--- src/rtl/u8d_pkg.sv ---
package u8d_pkg;

  localparam int unsigned COUNT_BITS = 16;

  localparam int unsigned BYTE_W  = 8;
  localparam int unsigned CP_W    = 21;
  localparam int unsigned CNT_W   = 16;
  localparam int unsigned REM_W   = 2;
  localparam int unsigned CNT_EXT_W = (COUNT_BITS > CNT_W) ? COUNT_BITS : CNT_W;

  localparam logic [BYTE_W-1:0] BYTE_NUL  = 8'h00;
  localparam logic [BYTE_W-1:0] LEAD2_LO  = 8'hc2;
  localparam logic [BYTE_W-1:0] LEAD2_HI  = 8'hdf;
  localparam logic [BYTE_W-1:0] LEAD3_LO  = 8'he0;
  localparam logic [BYTE_W-1:0] LEAD3_HI  = 8'hef;
  localparam logic [BYTE_W-1:0] LEAD4_LO  = 8'hf0;
  localparam logic [BYTE_W-1:0] LEAD4_HI  = 8'hf4;
  localparam logic [BYTE_W-1:0] MASK_L2   = 8'h1f;
  localparam logic [BYTE_W-1:0] MASK_L3   = 8'h0f;
  localparam logic [BYTE_W-1:0] MASK_L4   = 8'h07;
  localparam logic [BYTE_W-1:0] MASK_CONT = 8'h3f;

  localparam logic [REM_W-1:0] REM_NONE = 2'd0;
  localparam logic [REM_W-1:0] REM_ONE  = 2'd1;
  localparam logic [REM_W-1:0] REM_TWO  = 2'd2;
  localparam logic [REM_W-1:0] REM_THREE = 2'd3;

  typedef struct packed {
    logic [CP_W-1:0]  code_point;
    logic             char_valid;
    logic             truncated;
    logic             string_end;
    logic [CNT_W-1:0] char_count;
  } result_t;

  // Per-cycle control from the decode core to the stage registers
  typedef struct packed {
    logic consume;
    logic has_result;
  } step_t;

endpackage

--- src/rtl/u8d_if.sv ---
interface u8d_byte_if;
  logic                        valid;
  logic                        ready;
  logic [u8d_pkg::BYTE_W-1:0]  in_byte;

  modport source (output valid, output in_byte, input ready);
  modport sink   (input valid, input in_byte, output ready);
endinterface

interface u8d_result_if;
  logic                        valid;
  logic                        ready;
  logic [u8d_pkg::CP_W-1:0]    code_point;
  logic                        char_valid;
  logic                        truncated;
  logic                        string_end;
  logic [u8d_pkg::CNT_W-1:0]   char_count;

  modport source (output valid, output code_point, output char_valid, output truncated,
                  output string_end, output char_count, input ready);
  modport sink   (input valid, input code_point, input char_valid, input truncated,
                  input string_end, input char_count, output ready);
endinterface

--- src/rtl/utf8_to_codepoint_decoder_top.sv ---
// Channel  | Dir | Payload                                                | Transfer
// ---------+-----+--------------------------------------------------------+------------------
// in_i     | in  | in_byte[7:0]                                           | valid && ready
// out_o    | out | code_point[20:0] char_valid truncated string_end       | valid && ready
//          |     | char_count[15:0]                                       |
//
// One byte per cycle sustained while out_o takes its results; the decode is a single shift-or and a counter step.
// A result is offered on out_o from the result register; its byte passes the input
// register, then the decode, which loads the result register when it is free.
// Lead bytes and non-final continuations produce no result transfer.
// Reset clears the sequence state, the character count and both valid flags.
// A stall on out_o holds the result register; input keeps flowing while the held
// byte needs no result slot.
module utf8_to_codepoint_decoder_top (
  input  logic               clk_i,
  input  logic               rst_ni,
  u8d_byte_if.sink           in_i,
  u8d_result_if.source       out_o
);

  logic                       s1_valid;
  logic [u8d_pkg::BYTE_W-1:0] s1_byte;
  logic                       out_free;
  u8d_pkg::step_t             step;
  u8d_pkg::result_t           core_result;
  u8d_pkg::result_t           held_result;

  // Input register: hold one byte ahead of the decode
  u8d_in_reg u_in_reg (
    .clk_i   (clk_i),
    .rst_ni  (rst_ni),
    .valid_i (in_i.valid),
    .byte_i  (in_i.in_byte),
    .ready_o (in_i.ready),
    .step_i  (step),
    .valid_o (s1_valid),
    .byte_o  (s1_byte)
  );

  // Decode core: advance sequence state and form the result
  u8d_core u_core (
    .clk_i      (clk_i),
    .rst_ni     (rst_ni),
    .valid_i    (s1_valid),
    .byte_i     (s1_byte),
    .out_free_i (out_free),
    .step_o     (step),
    .result_o   (core_result)
  );

  // Result register: hold the result until the sink takes it
  u8d_out_reg u_out_reg (
    .clk_i    (clk_i),
    .rst_ni   (rst_ni),
    .step_i   (step),
    .result_i (core_result),
    .free_o   (out_free),
    .valid_o  (out_o.valid),
    .ready_i  (out_o.ready),
    .result_o (held_result)
  );

  assign out_o.code_point = held_result.code_point;
  assign out_o.char_valid = held_result.char_valid;
  assign out_o.truncated  = held_result.truncated;
  assign out_o.string_end = held_result.string_end;
  assign out_o.char_count = held_result.char_count;

endmodule

--- src/rtl/u8d_in_reg.sv ---
module u8d_in_reg (
  input  logic                       clk_i,
  input  logic                       rst_ni,
  input  logic                       valid_i,
  input  logic [u8d_pkg::BYTE_W-1:0] byte_i,
  output logic                       ready_o,
  input  u8d_pkg::step_t             step_i,
  output logic                       valid_o,
  output logic [u8d_pkg::BYTE_W-1:0] byte_o
);

  logic                       valid_q, valid_d;
  logic [u8d_pkg::BYTE_W-1:0] byte_q;

  // Take a new byte when empty or when the held one drains this cycle
  assign ready_o = !valid_q || step_i.consume;
  assign valid_d = ready_o ? valid_i : valid_q;

  always_ff @(posedge clk_i or negedge rst_ni) begin
    if (!rst_ni) begin
      valid_q <= 1'b0;
    end else begin
      valid_q <= valid_d;
    end
  end

  always_ff @(posedge clk_i) begin
    if (ready_o && valid_i) begin
      byte_q <= byte_i;
    end
  end

  assign valid_o = valid_q;
  assign byte_o  = byte_q;

endmodule

--- src/rtl/u8d_core.sv ---
module u8d_core (
  input  logic                       clk_i,
  input  logic                       rst_ni,
  input  logic                       valid_i,
  input  logic [u8d_pkg::BYTE_W-1:0] byte_i,
  input  logic                       out_free_i,
  output u8d_pkg::step_t             step_o,
  output u8d_pkg::result_t           result_o
);

  localparam logic [u8d_pkg::COUNT_BITS-1:0] CountMax = '1;
  localparam logic [u8d_pkg::CNT_EXT_W-1:0]  FieldMax =
      u8d_pkg::CNT_EXT_W'({u8d_pkg::CNT_W{1'b1}});

  logic [u8d_pkg::REM_W-1:0]      rem_q, rem_d;
  logic [u8d_pkg::CP_W-1:0]       acc_q, acc_d;
  logic [u8d_pkg::COUNT_BITS-1:0] cnt_q, cnt_d;

  logic [u8d_pkg::COUNT_BITS-1:0] cnt_inc;
  logic [u8d_pkg::COUNT_BITS-1:0] cnt_rep;
  logic [u8d_pkg::CNT_EXT_W-1:0]  cnt_ext;
  logic [u8d_pkg::CP_W-1:0]       acc_shift;
  logic                           has_result;
  logic                           consume;
  logic                           trunc;

  assign cnt_inc   = (cnt_q == CountMax) ? cnt_q : cnt_q + u8d_pkg::COUNT_BITS'(1);
  assign acc_shift = {acc_q[u8d_pkg::CP_W-7:0], byte_i[5:0]};
  assign trunc     = (rem_q != u8d_pkg::REM_NONE);
  assign cnt_rep   = trunc ? cnt_inc : cnt_q;
  assign cnt_ext   = u8d_pkg::CNT_EXT_W'(cnt_rep);

  always_comb begin
    rem_d      = rem_q;
    acc_d      = acc_q;
    cnt_d      = cnt_q;
    has_result = 1'b0;
    result_o   = '0;
    if (byte_i == u8d_pkg::BYTE_NUL) begin
      // Terminator: report, flush any partial character, clear for next string
      has_result          = 1'b1;
      result_o.string_end = 1'b1;
      result_o.char_valid = trunc;
      result_o.truncated  = trunc;
      result_o.code_point = trunc ? acc_q : '0;
      result_o.char_count = (cnt_ext > FieldMax) ? u8d_pkg::CNT_W'(FieldMax)
                                                 : cnt_ext[u8d_pkg::CNT_W-1:0];
      rem_d = u8d_pkg::REM_NONE;
      acc_d = '0;
      cnt_d = '0;
    end else if (trunc) begin
      rem_d = rem_q - u8d_pkg::REM_ONE;
      acc_d = acc_shift;
      if (rem_q == u8d_pkg::REM_ONE) begin
        has_result          = 1'b1;
        result_o.char_valid = 1'b1;
        result_o.code_point = acc_shift;
        acc_d = '0;
        cnt_d = cnt_inc;
      end
    end else if (byte_i >= u8d_pkg::LEAD2_LO && byte_i <= u8d_pkg::LEAD2_HI) begin
      rem_d = u8d_pkg::REM_ONE;
      acc_d = u8d_pkg::CP_W'(byte_i & u8d_pkg::MASK_L2);
    end else if (byte_i >= u8d_pkg::LEAD3_LO && byte_i <= u8d_pkg::LEAD3_HI) begin
      rem_d = u8d_pkg::REM_TWO;
      acc_d = u8d_pkg::CP_W'(byte_i & u8d_pkg::MASK_L3);
    end else if (byte_i >= u8d_pkg::LEAD4_LO && byte_i <= u8d_pkg::LEAD4_HI) begin
      rem_d = u8d_pkg::REM_THREE;
      acc_d = u8d_pkg::CP_W'(byte_i & u8d_pkg::MASK_L4);
    end else begin
      // ASCII or stray byte passes through as its own code point
      has_result          = 1'b1;
      result_o.char_valid = 1'b1;
      result_o.code_point = u8d_pkg::CP_W'(byte_i);
      cnt_d = cnt_inc;
    end
  end

  // Drain a byte unless it needs the result register and that is still full
  assign consume = valid_i && (!has_result || out_free_i);
  assign step_o.consume    = consume;
  assign step_o.has_result = has_result;

  always_ff @(posedge clk_i or negedge rst_ni) begin
    if (!rst_ni) begin
      rem_q <= u8d_pkg::REM_NONE;
      acc_q <= '0;
      cnt_q <= '0;
    end else if (consume) begin
      rem_q <= rem_d;
      acc_q <= acc_d;
      cnt_q <= cnt_d;
    end
  end

`ifndef NO_ASSERTIONS
  a_end_clears : assert property (@(posedge clk_i) disable iff (!rst_ni)
      consume && byte_i == u8d_pkg::BYTE_NUL |=> rem_q == u8d_pkg::REM_NONE && cnt_q == '0)
    else $error("state not cleared after terminator");
  a_nul_reports : assert property (@(posedge clk_i) disable iff (!rst_ni)
      valid_i && byte_i == u8d_pkg::BYTE_NUL |-> has_result && result_o.string_end)
    else $error("terminator without end result");
  a_last_cont : assert property (@(posedge clk_i) disable iff (!rst_ni)
      consume && rem_q == u8d_pkg::REM_ONE && byte_i != u8d_pkg::BYTE_NUL
      |-> has_result && result_o.char_valid && !result_o.string_end)
    else $error("final continuation gave no character");
  a_trunc_valid : assert property (@(posedge clk_i) disable iff (!rst_ni)
      has_result && result_o.truncated |-> result_o.char_valid && result_o.string_end)
    else $error("truncated flag without character at end");
`endif

endmodule

--- src/rtl/u8d_out_reg.sv ---
module u8d_out_reg (
  input  logic             clk_i,
  input  logic             rst_ni,
  input  u8d_pkg::step_t   step_i,
  input  u8d_pkg::result_t result_i,
  output logic             free_o,
  output logic             valid_o,
  input  logic             ready_i,
  output u8d_pkg::result_t result_o
);

  logic             valid_q, valid_d;
  logic             load;
  u8d_pkg::result_t result_q;

  assign free_o  = !valid_q || ready_i;
  assign load    = step_i.consume && step_i.has_result;
  assign valid_d = load || (valid_q && !ready_i);

  always_ff @(posedge clk_i or negedge rst_ni) begin
    if (!rst_ni) begin
      valid_q <= 1'b0;
    end else begin
      valid_q <= valid_d;
    end
  end

  always_ff @(posedge clk_i) begin
    if (load) begin
      result_q <= result_i;
    end
  end

  assign valid_o  = valid_q;
  assign result_o = result_q;

endmodule

--- src/flat_wrapper.sv ---
// flat-port wrapper written by rule: the top's interface ports become plain ports
module utf8_to_codepoint_decoder_top_flat 
  (clk_i, rst_ni, in_i_valid, in_i_in_byte, in_i_ready, out_o_valid, out_o_code_point, out_o_char_valid, out_o_truncated, out_o_string_end, out_o_char_count, out_o_ready);
  u8d_byte_if in_i_i ();
  u8d_result_if out_o_i ();
  input  logic clk_i;
  input  logic rst_ni;
  input wire logic [$bits(in_i_i.valid)-1:0] in_i_valid;
  input wire logic [$bits(in_i_i.in_byte)-1:0] in_i_in_byte;
  output wire logic [$bits(in_i_i.ready)-1:0] in_i_ready;
  output wire logic [$bits(out_o_i.valid)-1:0] out_o_valid;
  output wire logic [$bits(out_o_i.code_point)-1:0] out_o_code_point;
  output wire logic [$bits(out_o_i.char_valid)-1:0] out_o_char_valid;
  output wire logic [$bits(out_o_i.truncated)-1:0] out_o_truncated;
  output wire logic [$bits(out_o_i.string_end)-1:0] out_o_string_end;
  output wire logic [$bits(out_o_i.char_count)-1:0] out_o_char_count;
  input wire logic [$bits(out_o_i.ready)-1:0] out_o_ready;
  assign in_i_i.valid = in_i_valid;
  assign in_i_i.in_byte = in_i_in_byte;
  assign in_i_ready = in_i_i.ready;
  assign out_o_valid = out_o_i.valid;
  assign out_o_code_point = out_o_i.code_point;
  assign out_o_char_valid = out_o_i.char_valid;
  assign out_o_truncated = out_o_i.truncated;
  assign out_o_string_end = out_o_i.string_end;
  assign out_o_char_count = out_o_i.char_count;
  assign out_o_i.ready = out_o_ready;
  utf8_to_codepoint_decoder_top u_core (.clk_i(clk_i), .rst_ni(rst_ni), .in_i(in_i_i), .out_o(out_o_i));
endmodule
--- config.mk ---
export PLATFORM = sky130hd
export DESIGN_NAME = utf8_to_codepoint_decoder_top_flat
export DESIGN_NICKNAME = d
export VERILOG_FILES = /design/src/rtl/u8d_pkg.sv /design/src/rtl/u8d_if.sv /design/src/rtl/utf8_to_codepoint_decoder_top.sv /design/src/rtl/u8d_in_reg.sv /design/src/rtl/u8d_core.sv /design/src/rtl/u8d_out_reg.sv /design/src/flat_wrapper.sv
export SDC_FILE = /design/constraint.sdc
export NUM_CORES = 1
export LEC_CHECK = 0
export ABC_CLOCK_PERIOD_IN_PS = 8700
export BUFFER_PORTS_ARGS = -buffer_cell sky130_fd_sc_hd__buf_4
export CORE_MARGIN = 4
export CORE_UTILIZATION = 50
export CTS_CLUSTER_SIZE = 30
export DETAILED_ROUTE_END_ITERATION = 10
export PLACE_DENSITY = 0.73
export SLEW_MARGIN = 20
export SYNTH_ARGS = -nofsm -noshare
export SYNTH_HDL_FRONTEND = slang
export SYNTH_SLANG_ARGS = --single-unit
--- constraint.sdc ---
create_clock -name clk_i -period 8.7 [get_ports clk_i]
set_clock_uncertainty 0.15 [all_clocks]
set_input_delay 0 -clock clk_i [delete_from_list [all_inputs] [get_ports clk_i]]
set_output_delay 0 -clock clk_i [all_outputs]
set_load 0.02 [all_outputs]
After elaboration in Yosys (flattened, before gate mapping)
Cells that the tools add are included.

Register bits: 89. Output and inout port bits: 42. Word-level logic and storage cells: 80.

Add/subtract/negate cells: 2. $lt $le $gt $ge: 7. Equal/unequal tests: 6. Muxes and demuxes: 34. Reductions and logical operators: 20.

Operators with widths (count): two-way mux 21 bit (7); two-way mux 16 bit (9); two-way mux 22 bit (3); two-way mux 9 bit (3); greater-or-equal comparator 8 bit, second input constant (3); <= comparator 8 bit, second input constant (3); two-way mux 17 bit (1); adder 16 x 1 -> 16 bit, second input constant (1); equality test 16 bit, second input constant (1); greater-than comparator 16 bit, second input constant (1); two-way mux 2 bit (5); != test 3 bit, second input constant (3); logical NOT 8 bit (1); logical AND 1 bit (7); two-way mux 1 bit (6); AND reduction 5 bit (1); nonzero test 5 bit (1); logical NOT 1 bit (4); logical OR 1 bit (4); != test 3 x 1 -> 1 bit, second input constant (1); equality test 2 x 1 -> 1 bit, second input constant (1); AND reduction 2 bit (1); nonzero test 2 bit (1); subtractor 2 x 1 -> 2 bit, second input constant (1).

Longest topological paths before layout
Gate-level depths: netlist (run 1).

Depth after elaboration: 12. Gate-level depth with buffers: 8. Gate-level depth less buffers: 6.

Hierarchy
Synthesis (run 1) repeated with hierarchy kept, for this count alone.

Cell total of the unflattened synthesis: 367. Area, all modules: 4305.4 um^2.

By module, submodules not included: u8d_core (instances 1, cells an instance 311, area each 2748.9 um^2, seq. area each 975.9 um^2); u8d_out_reg (instances 1, cells an instance 44, area each 1262.5 um^2, seq. area each 1226.2 um^2); u8d_in_reg (instances 1, cells an instance 12, area each 294.0 um^2, seq. area each 265.3 um^2).

Worst setup path before layout (run 1)
OpenSTA, ideal clock, no wires.

Kind: register to register. Start: register u_core.u_in_reg.byte_q, in the netlist u_core.u_in_reg.byte_o[4]. End: register u_core.u_out_reg.result_q, in the netlist u_core.u_out_reg.result_o[0] (enable). Library setup time: 0.396 ns. Arrival: 2.386 ns. Data required time: 8.154 ns. Path slack: 5.769 ns. Stages on the path, launching flop included: 7. Buffers on the path: 1. Cells stage by stage: edfxtp_1 -> or4_4 -> or2_1 -> buf_6 -> clkinv_4 -> o21ai_1 -> inv_1.

Longest elaborated chain between the ends: 11.

Ends and longest elaborated chain: start: declaration (RTL line u8d_in_reg.sv:13) `logic [u8d_pkg::BYTE_W-1:0] byte_q;`; start signal: assignment (RTL line u8d_in_reg.sv:29) `byte_q <= byte_i;`; greater-or-equal comparator 8 bit / <= comparator 8 bit (equally long branches) (RTL line u8d_core.sv:67) `end else if (byte_i >= u8d_pkg::LEAD4_LO && byte_i <= u8d_pkg::LEAD4_HI) begin`; logical AND 1 bit (RTL line u8d_core.sv:67); two-way mux 1 bit (RTL line u8d_core.sv:67); two-way mux 1 bit (RTL line u8d_core.sv:64) `end else if (byte_i >= u8d_pkg::LEAD3_LO && byte_i <= u8d_pkg::LEAD3_HI) begin`; two-way mux 1 bit (RTL line u8d_core.sv:61) `end else if (byte_i >= u8d_pkg::LEAD2_LO && byte_i <= u8d_pkg::LEAD2_HI) begin`; two-way mux 1 bit (RTL line u8d_core.sv:51) `end else if (trunc) begin`; two-way mux 1 bit * (RTL line u8d_core.sv:39) `if (byte_i == u8d_pkg::BYTE_NUL) begin`; logical NOT 1 bit (RTL line u8d_core.sv:80) `assign consume = valid_i && (!has_result || out_free_i);`; logical OR 1 bit (RTL line u8d_core.sv:80); logical AND 1 bit (RTL line u8d_core.sv:80); logical AND 1 bit * (RTL line u8d_out_reg.sv:17) `assign load = step_i.consume && step_i.has_result;`; net u_core.u_out_reg.load (RTL line u8d_out_reg.sv:13) `logic load;`; end signal: assignment (RTL line u8d_out_reg.sv:30) `result_q <= result_i;`; end: declaration (RTL line u8d_out_reg.sv:14) `u8d_pkg::result_t result_q;`.

Mark *: on every way through the listed nets, which the timed path passes. The rest lies on a longest branch. A chain may end at the register's enable or synchronous reset.

Final worst setup path (run 1)
Start: register u_core.u_core.rem_q[1] (netlist name). End: register u_core.u_out_reg.result_q, in the netlist u_core.u_out_reg.result_o[6] (enable).

Longest elaborated chain between the ends: 8.

Ends and longest elaborated chain: start: declaration (RTL line u8d_core.sv:15) `logic [u8d_pkg::REM_W-1:0] rem_q, rem_d;`; start signal: assignment (RTL line u8d_core.sv:86) `rem_q <= u8d_pkg::REM_NONE;`; start signal: assignment (RTL line u8d_core.sv:90) `rem_q <= rem_d;`; equality test 2 x 1 -> 1 bit (RTL line u8d_core.sv:54) `if (rem_q == u8d_pkg::REM_ONE) begin`; two-way mux 1 bit (RTL line u8d_core.sv:54); two-way mux 1 bit * (RTL line u8d_core.sv:51); two-way mux 1 bit * (RTL line u8d_core.sv:39); logical NOT 1 bit (RTL line u8d_core.sv:80); logical OR 1 bit (RTL line u8d_core.sv:80); logical AND 1 bit (RTL line u8d_core.sv:80); logical AND 1 bit * (RTL line u8d_out_reg.sv:17); net u_core.u_out_reg.load (RTL line u8d_out_reg.sv:13).

Marked as above.

==> run_results.csv, run 1 <==
group,metric,value,unit
timing,rsz0062_at_grt,"no",
die,fp.coreArea,8299,um^2
die,start_util,0.5212,
status,outcome,"finished, violations left",
die,io_pins,54,
power,intPower,970.5,uW
place,dp_worst_setup_slack,5.630,ns
global_route,grt_pass1_wl,15120,um
final_layout,drive_gt1_frac,0.2393,
drt,dr.first_iter.drc_count,261,
timing,post-route-min-period,3.145,ns
drt,drc,0,
drt,routed-via-count,3165,
timing,max_freq,318.0,MHz
synth,ys_warn_count,0,
power,leakage,0.002107,uW
place,portBuffers,53,
global_route,grt_antenna_before_repair,0,
power,p_per_area,302.7,nW/um^2
synth,syn-num-nets,374,
status,violations,"negative hold slack",
power,seq_power_share,0.439,
drt,wl,9236,um
timing,hold_slack,-0.004631,ns
clock_tree,htree_levels,3,
clock_tree,clkTransAtPathRegs,0.09,ns
timing,setup_ws,5.555,ns
drt,drtAntennaViolNets,0,
run,cap_violations,0,
timing,worst_pin_slew,1.051,ns
final_layout,regArea,2467,um^2
worst_setup_path,crit_path_end_kind,"register",
die,die_w,101.0,um
timing,slew_headroom,0.2966,
power,sw_frac_of_total,0.3719,
timing,finalCritPeriodShare,0.3615,
clock_tree,cts-root-buf,"clkbuf_8",
worst_setup_path,cp.arrival,3.02,ns
clock_tree,cts_buffer_depth,2,
global_route,grt_usage,0.1895,
timing,slew_viol_final,0,
timing,tns,0,ns
synth,synth_cell_types,57,
worst_setup_path,required,8.57,ns
die,row_count,33,
place,dp.cells,500,
drt,firstDrtPassIters,5,
place,gp_congestion,0.8947,
synth,syn_area,4325,um^2
power,ir_drop,0.2015,mV
power,net-switching-power,574.6,uW
clock_tree,clk_latency,0.37,ns
clock_tree,numCtsBuffers,9,
clock_tree,ctsResizeCount,0,
drt,wl_per_cell,17.53,um
worst_setup_path,cp-start-kind,"register",
worst_setup_path,crit_path_max_fanout,32,
synth,synth_edf_count,48,
final_layout,antenna_cells,0,
final_layout,final_area,5105,um^2
final_layout,fin_nets,430,
final_layout,syn2layout_area_growth,18.02,%
synth,avgSynthCellArea,11.98,um^2
worst_setup_path,slowest_stage,"dfrtp_1",
worst_setup_path,cp_top_family,"buffers and inverters",
synth,synth_flop_cell,"edfxtp_1",
final_layout,n_fill_cell,679,
power,p_clk_frac,0.211,
worst_setup_path,critPathKind,"reg -> reg",
final_layout,multiInputGateArea,1677,um^2
synth,ys_seq_elements,89,
clock_tree,cts.sinks,89,
timing,finalSetupViolCount,0,
global_route,gr-total-overflow,0,
synth,ys_seq_area_frac,0.5704,
power,pwr-share-comb,0.350,
global_route,grt_pass1_vias,3003,
die,die_y,101.0,um
worst_setup_path,critPathMaxStageDelay,0.64,ns
place,post_dp_cell_area,4762,um^2
final_layout,layout.cells.non_filler,527,
global_route,grt_max_degree,43,
die,fp.dieArea,10200,um^2
worst_hold_path,hold_class,"in -> async",
clock_tree,cts_tree,"built",
synth,async_reset_ff_frac,0.4607,
place,dp_hpwl,6027,um
drt,vias_per_cell,6.006,
worst_setup_path,critPathBufInv,2,
worst_setup_path,crit_path_cell_trace,"or2_2, a21oi_4, a21bo_2, o21ai_1, inv_1, buf_4",
synth,netlist_instances,361,
timing,final_hold_viol_count,4,
==> cell usage in the layout (no fill, tap or decap), drive strengths merged, types with 9 or more instances in the layout <==
| cell type | count |
|---|---|
| nor2 | 22 |
| nand2 | 22 |
| o31ai | 14 |
| a21oi | 12 |
| and3 | 17 |
| dlygate4sd3 | 11 |
| clkbuf | 9 |
| nand3 | 11 |
| xnor2 | 9 |
| buf | 58 |
| dfrtp | 41 |
| nor3 | 13 |
| a22o | 20 |
| inv | 17 |
| edfxtp | 48 |
| mux2 | 16 |
==> registers in the layout (all words and copies together) (netlist names) <==
name / count
u_core.u_out_reg.result_o: 40
u_core.u_core.acc_q: 21
u_core.u_core.cnt_q: 16
u_core.u_in_reg.byte_o: 8
u_core.u_core.rem_q: 2
u_core.u_in_reg.valid_o: 1
u_core.u_out_reg.valid_o: 1
==> per-layer routing <==
metal	share of wire	vias up	track usage
met5	0	-	0
met4	0.022	0	0.07975
met3	0.072	18	0.04775
met2	0.45	133	0.2770
met1	0.46	1533	0.2694
li1	-	1481	-
==> through the flow <==
step                  util  hold WS (ns)  power [uW]
finish              0.6151     -0.004631        1545
global route        0.6151       0.05370        1629
CTS                 0.6148       0.01782        1551
detailed placement  0.5738       -0.1285        1221
global placement    0.5738       -0.1342        1203
floorplan                -       -0.4456        1039
==> cells by family after synthesis <==
| group | after synthesis | synth area share |
|---|---|---|
| compound gates | 84 | 0.1496 |
| xor+xnor | 11 | 0.02228 |
| fa+ha+maj | 1 | 0.002892 |
| buf+inv | 37 | 0.04252 |
| flops | 89 | 0.5704 |
| mux | 23 | 0.07000 |
| simple gates | 116 | 0.1423 |
==> cells in the mapped netlist, types with 4 or more instances <==
library cell  number  area share
a21oi_1           11       0.013
a22o_1            20       0.040
a31oi_1            4      0.0058
and3_1            17       0.025
buf_2              8      0.0093
clkbuf_1          11      0.0095
dfrtp_1           41        0.24
edfxtp_1          48        0.33
inv_1             12       0.010
mux2_4            14       0.049
mux2i_1            7       0.016
nand2_1           22       0.019
nand2b_1           4      0.0058
nand3_1           10       0.012
nand4_1            7       0.010
nor2_1            22       0.019
nor3_1            13       0.015
o21ai_0            6      0.0069
o31ai_1           14       0.024
xnor2_1            9       0.018
==> what timing repair did <==
action,CTS,global route
setup buffers,0,0
hold buffers,11,0
setup endpoints to repair,0,0
hold endpoints to repair,51,0
==> area by class of cell <==
class	instances	share of cell area
multi-input cells	235	0.3284
well taps	105	0.02574
inverters	13	0.01054
clock buffers	9	0.02426
flip-flops and latches	89	0.4833
repair buffers	69	0.1069
clock inverters	7	0.02083
==> worst paths after layout <==
kind	cells past startpoint	start	slack, ns	to
max	6	u_core.u_core.rem_q[1]$_DFFE_PN0P_	5.55	u_core.u_out_reg.result_o[6]$_SDFFCE_PN0P_
min	2	rst_ni	-0.005	u_core.u_in_reg.valid_o$_DFFE_PN0P_
max reg2reg	6	u_core.u_core.rem_q[1]$_DFFE_PN0P_	5.55	u_core.u_out_reg.result_o[6]$_SDFFCE_PN0P_
min reg2reg	1	u_core.u_core.acc_q[18]$_DFFE_PN0P_	0.38	u_core.u_core.acc_q[18]$_DFFE_PN0P_
max in group asynchronous	2	rst_ni	8.02	u_core.u_core.acc_q[15]$_DFFE_PN0P_
min in group clk_i	2	in_i_in_byte[1]	0.19	u_core.u_in_reg.byte_o[1]$_DFFE_PP_
==> power by group through the flow <==
stage / Sequential, uW / Clock (uW) / Combinational, uW
after CTS: 677 / 331 / 542
after floorplan: 727 / 0 / 311
after global placement: 680 / 0 / 523
after detailed placement: 684 / 0 / 537
final: 679 / 326 / 541
after global routing: 694 / 350 / 585
(Power assumes the default switching activity.)
==> inputs of run 2 (changes only) <==
- ABC_CLOCK_PERIOD_IN_PS: 8700 -> 3200
- clock period: 8.7 -> 3.2 ns (I/O delays scaled with it)
==> run 2 against run 1 <==
Net effect: the flow still finishes with violations (negative hold slack); non-clock buffer count grew 3; power grew to 2.7 times the previous value; clock power grew 150%; register-to-register slack lost 5.2 ns; routed wire length shrank 5.4%; via count shrank 2.3%; cell count grew 0.57%; critical path type unchanged; critical endpoint is now u_core.u_core.acc_q[6]$_DFFE_PN0P_.
==> run_results.csv, run 2 (synthesis results as in run 1) <==
group,metric,value,unit
final_layout,drive_gt1_frac,0.2424,
timing,finalCritPeriodShare,0.8949,
final_layout,n_fill_cell,663,
final_layout,final_cell_mix,"60 x buf_4, 48 x edfxtp_1, 41 x dfrtp_1, 22 x nor2_1, 22 x nand2_1",
timing,finalSetupViolCount,0,
final_layout,regArea,2467,um^2
timing,worst_pin_slew,1.025,ns
global_route,gr-total-overflow,0,
die,die_w,101.0,um
die,fp.dieArea,10200,um^2
timing,max_freq,349.2,MHz
final_layout,syn2layout_area_growth,18.31,%
power,leakage,0.002112,uW
drt,drtAntennaViolNets,0,
worst_setup_path,critPathKind,"reg -> reg",
clock_tree,clk_latency,0.37,ns
die,fp.coreArea,8299,um^2
die,io_pins,54,
worst_setup_path,required,3.31,ns
drt,wl_per_cell,16.49,um
clock_tree,cts_tree,"built",
worst_setup_path,crit_path_end_kind,"register",
drt,vias_per_cell,5.834,
clock_tree,clkTransAtPathRegs,0.09,ns
final_layout,antenna_cells,0,
global_route,grt_pass1_vias,2863,
global_route,grt_usage,0.1799,
worst_setup_path,crit_path_max_fanout,22,
clock_tree,numCtsBuffers,9,
power,p_per_area,808.6,nW/um^2
worst_hold_path,hold_class,"in -> async",
clock_tree,cts.sinks,89,
timing,slew_viol_final,0,
global_route,grt_antenna_before_repair,0,
final_layout,multiInputGateArea,1674,um^2
drt,firstDrtPassIters,5,
final_layout,largest_reg_flops,40,
run,cap_violations,0,
clock_tree,cts_buffer_depth,2,
die,start_util,0.5212,
place,gp_congestion,0.8396,
global_route,grt_max_degree,43,
die,row_count,33,
clock_tree,cts-root-buf,"clkbuf_8",
timing,rsz0062_at_grt,"no",
final_layout,fin_nets,433,
worst_setup_path,critPathMaxStageDelay,0.80,ns
timing,final_hold_viol_count,1,
worst_setup_path,cp-start-kind,"register",
place,portBuffers,53,
global_route,grt_pass1_wl,14300,um
final_layout,final_common_cell,"buf_4",
clock_tree,ctsResizeCount,0,
timing,hold_slack,-0.0006405,ns
clock_tree,postCtsSetupRepairBufs,0,
status,violations,"negative hold slack",
timing,slew_headroom,0.3141,
die,die_y,101.0,um
timing,tns,0,ns
drt,wl,8738,um
final_layout,final_core_util,0.6166,
drt,routed-via-count,3092,
worst_setup_path,slowest_stage,"o211ai_4",
power,ir_drop,0.5746,mV
clock_tree,htree_levels,3,
worst_setup_path,crit_path_cell_trace,"or4_4, a21oi_4, nand2_1, o211ai_4, mux2_2",
drt,drc,0,
worst_setup_path,cp.arrival,2.97,ns
status,outcome,"finished, violations left",
timing,post-route-min-period,2.864,ns
place,dp_hpwl,5749,um
drt,dr.first_iter.drc_count,177,
run 2: cell type report:
cell class | instances | area share
well taps | 105 | 0.02567
multi-input cells | 235 | 0.3271
clock inverters | 7 | 0.01687
clock buffers | 9 | 0.02421
repair buffers | 72 | 0.1134
inverters | 13 | 0.01051
flip-flops and latches | 89 | 0.4822
run 2: what timing repair did:
action                                  CTS  global route
endpoints found under the hold margin    59             0
hold buffers                             11             0
endpoints found under the setup margin    0             0
run 2: per-layer routing:
| layer | vias up | track usage | routed length (um) |
|---|---|---|---|
| met5 | - | 0 | 0 |
| met4 | 0 | 0.06237 | 131 |
| met3 | 10 | 0.03391 | 518 |
| met2 | 105 | 0.2830 | 4162 |
| met1 | 1493 | 0.2509 | 3926 |
| li1 | 1484 | - | - |
run 2: through the flow:
stage | worst slack, ns | total power (uW) | std cells | area (um^2)
finish | 0.3362 | 4138 | 530 | 5117
global route | 0.2411 | 4364 | 530 | 5117
CTS | 0.3325 | 4163 | 530 | 5117
detailed placement | 0.3482 | 3347 | 503 | 4797
global placement | 0.4337 | 3300 | 503 | 4797
floorplan | 0.2686 | 2824 | 361 | 4325
run 2: worst paths after layout:
path                                                startpoint                                  end  slack (ns)  depth (start not counted)
max                        u_core.u_in_reg.byte_o[4]$_DFFE_PP_   u_core.u_core.acc_q[6]$_DFFE_PN0P_        0.34                          5
min                                                     rst_ni  u_core.u_in_reg.valid_o$_DFFE_PN0P_     -0.0006                          2
max in group asynchronous                               rst_ni   u_core.u_core.acc_q[2]$_DFFE_PN0P_        2.53                          2
max reg2reg                u_core.u_in_reg.byte_o[4]$_DFFE_PP_   u_core.u_core.acc_q[6]$_DFFE_PN0P_        0.34                          5
min in group clk_i                             in_i_in_byte[3]  u_core.u_in_reg.byte_o[3]$_DFFE_PP_        0.20                          2
min reg2reg                u_core.u_core.acc_q[19]$_DFFE_PN0P_  u_core.u_core.acc_q[19]$_DFFE_PN0P_        0.38                          1
run 2: power breakdown:
| group | total [uW] | internal, uW | leakage, uW | switching [uW] |
|---|---|---|---|---|
| sequential | 1800 | 1590 | 0.00101 | 219 |
| clock | 808 | 377 | 0.000104 | 432 |
| combinational | 1530 | 628 | 0.00100 | 898 |
run 2: worst max-delay path: cells and delay by family (launching register included):
family          cells  cell delay (ns)
compound gates      2             1.00
simple gates        2             0.74
flops               1             0.44
mux                 1             0.42
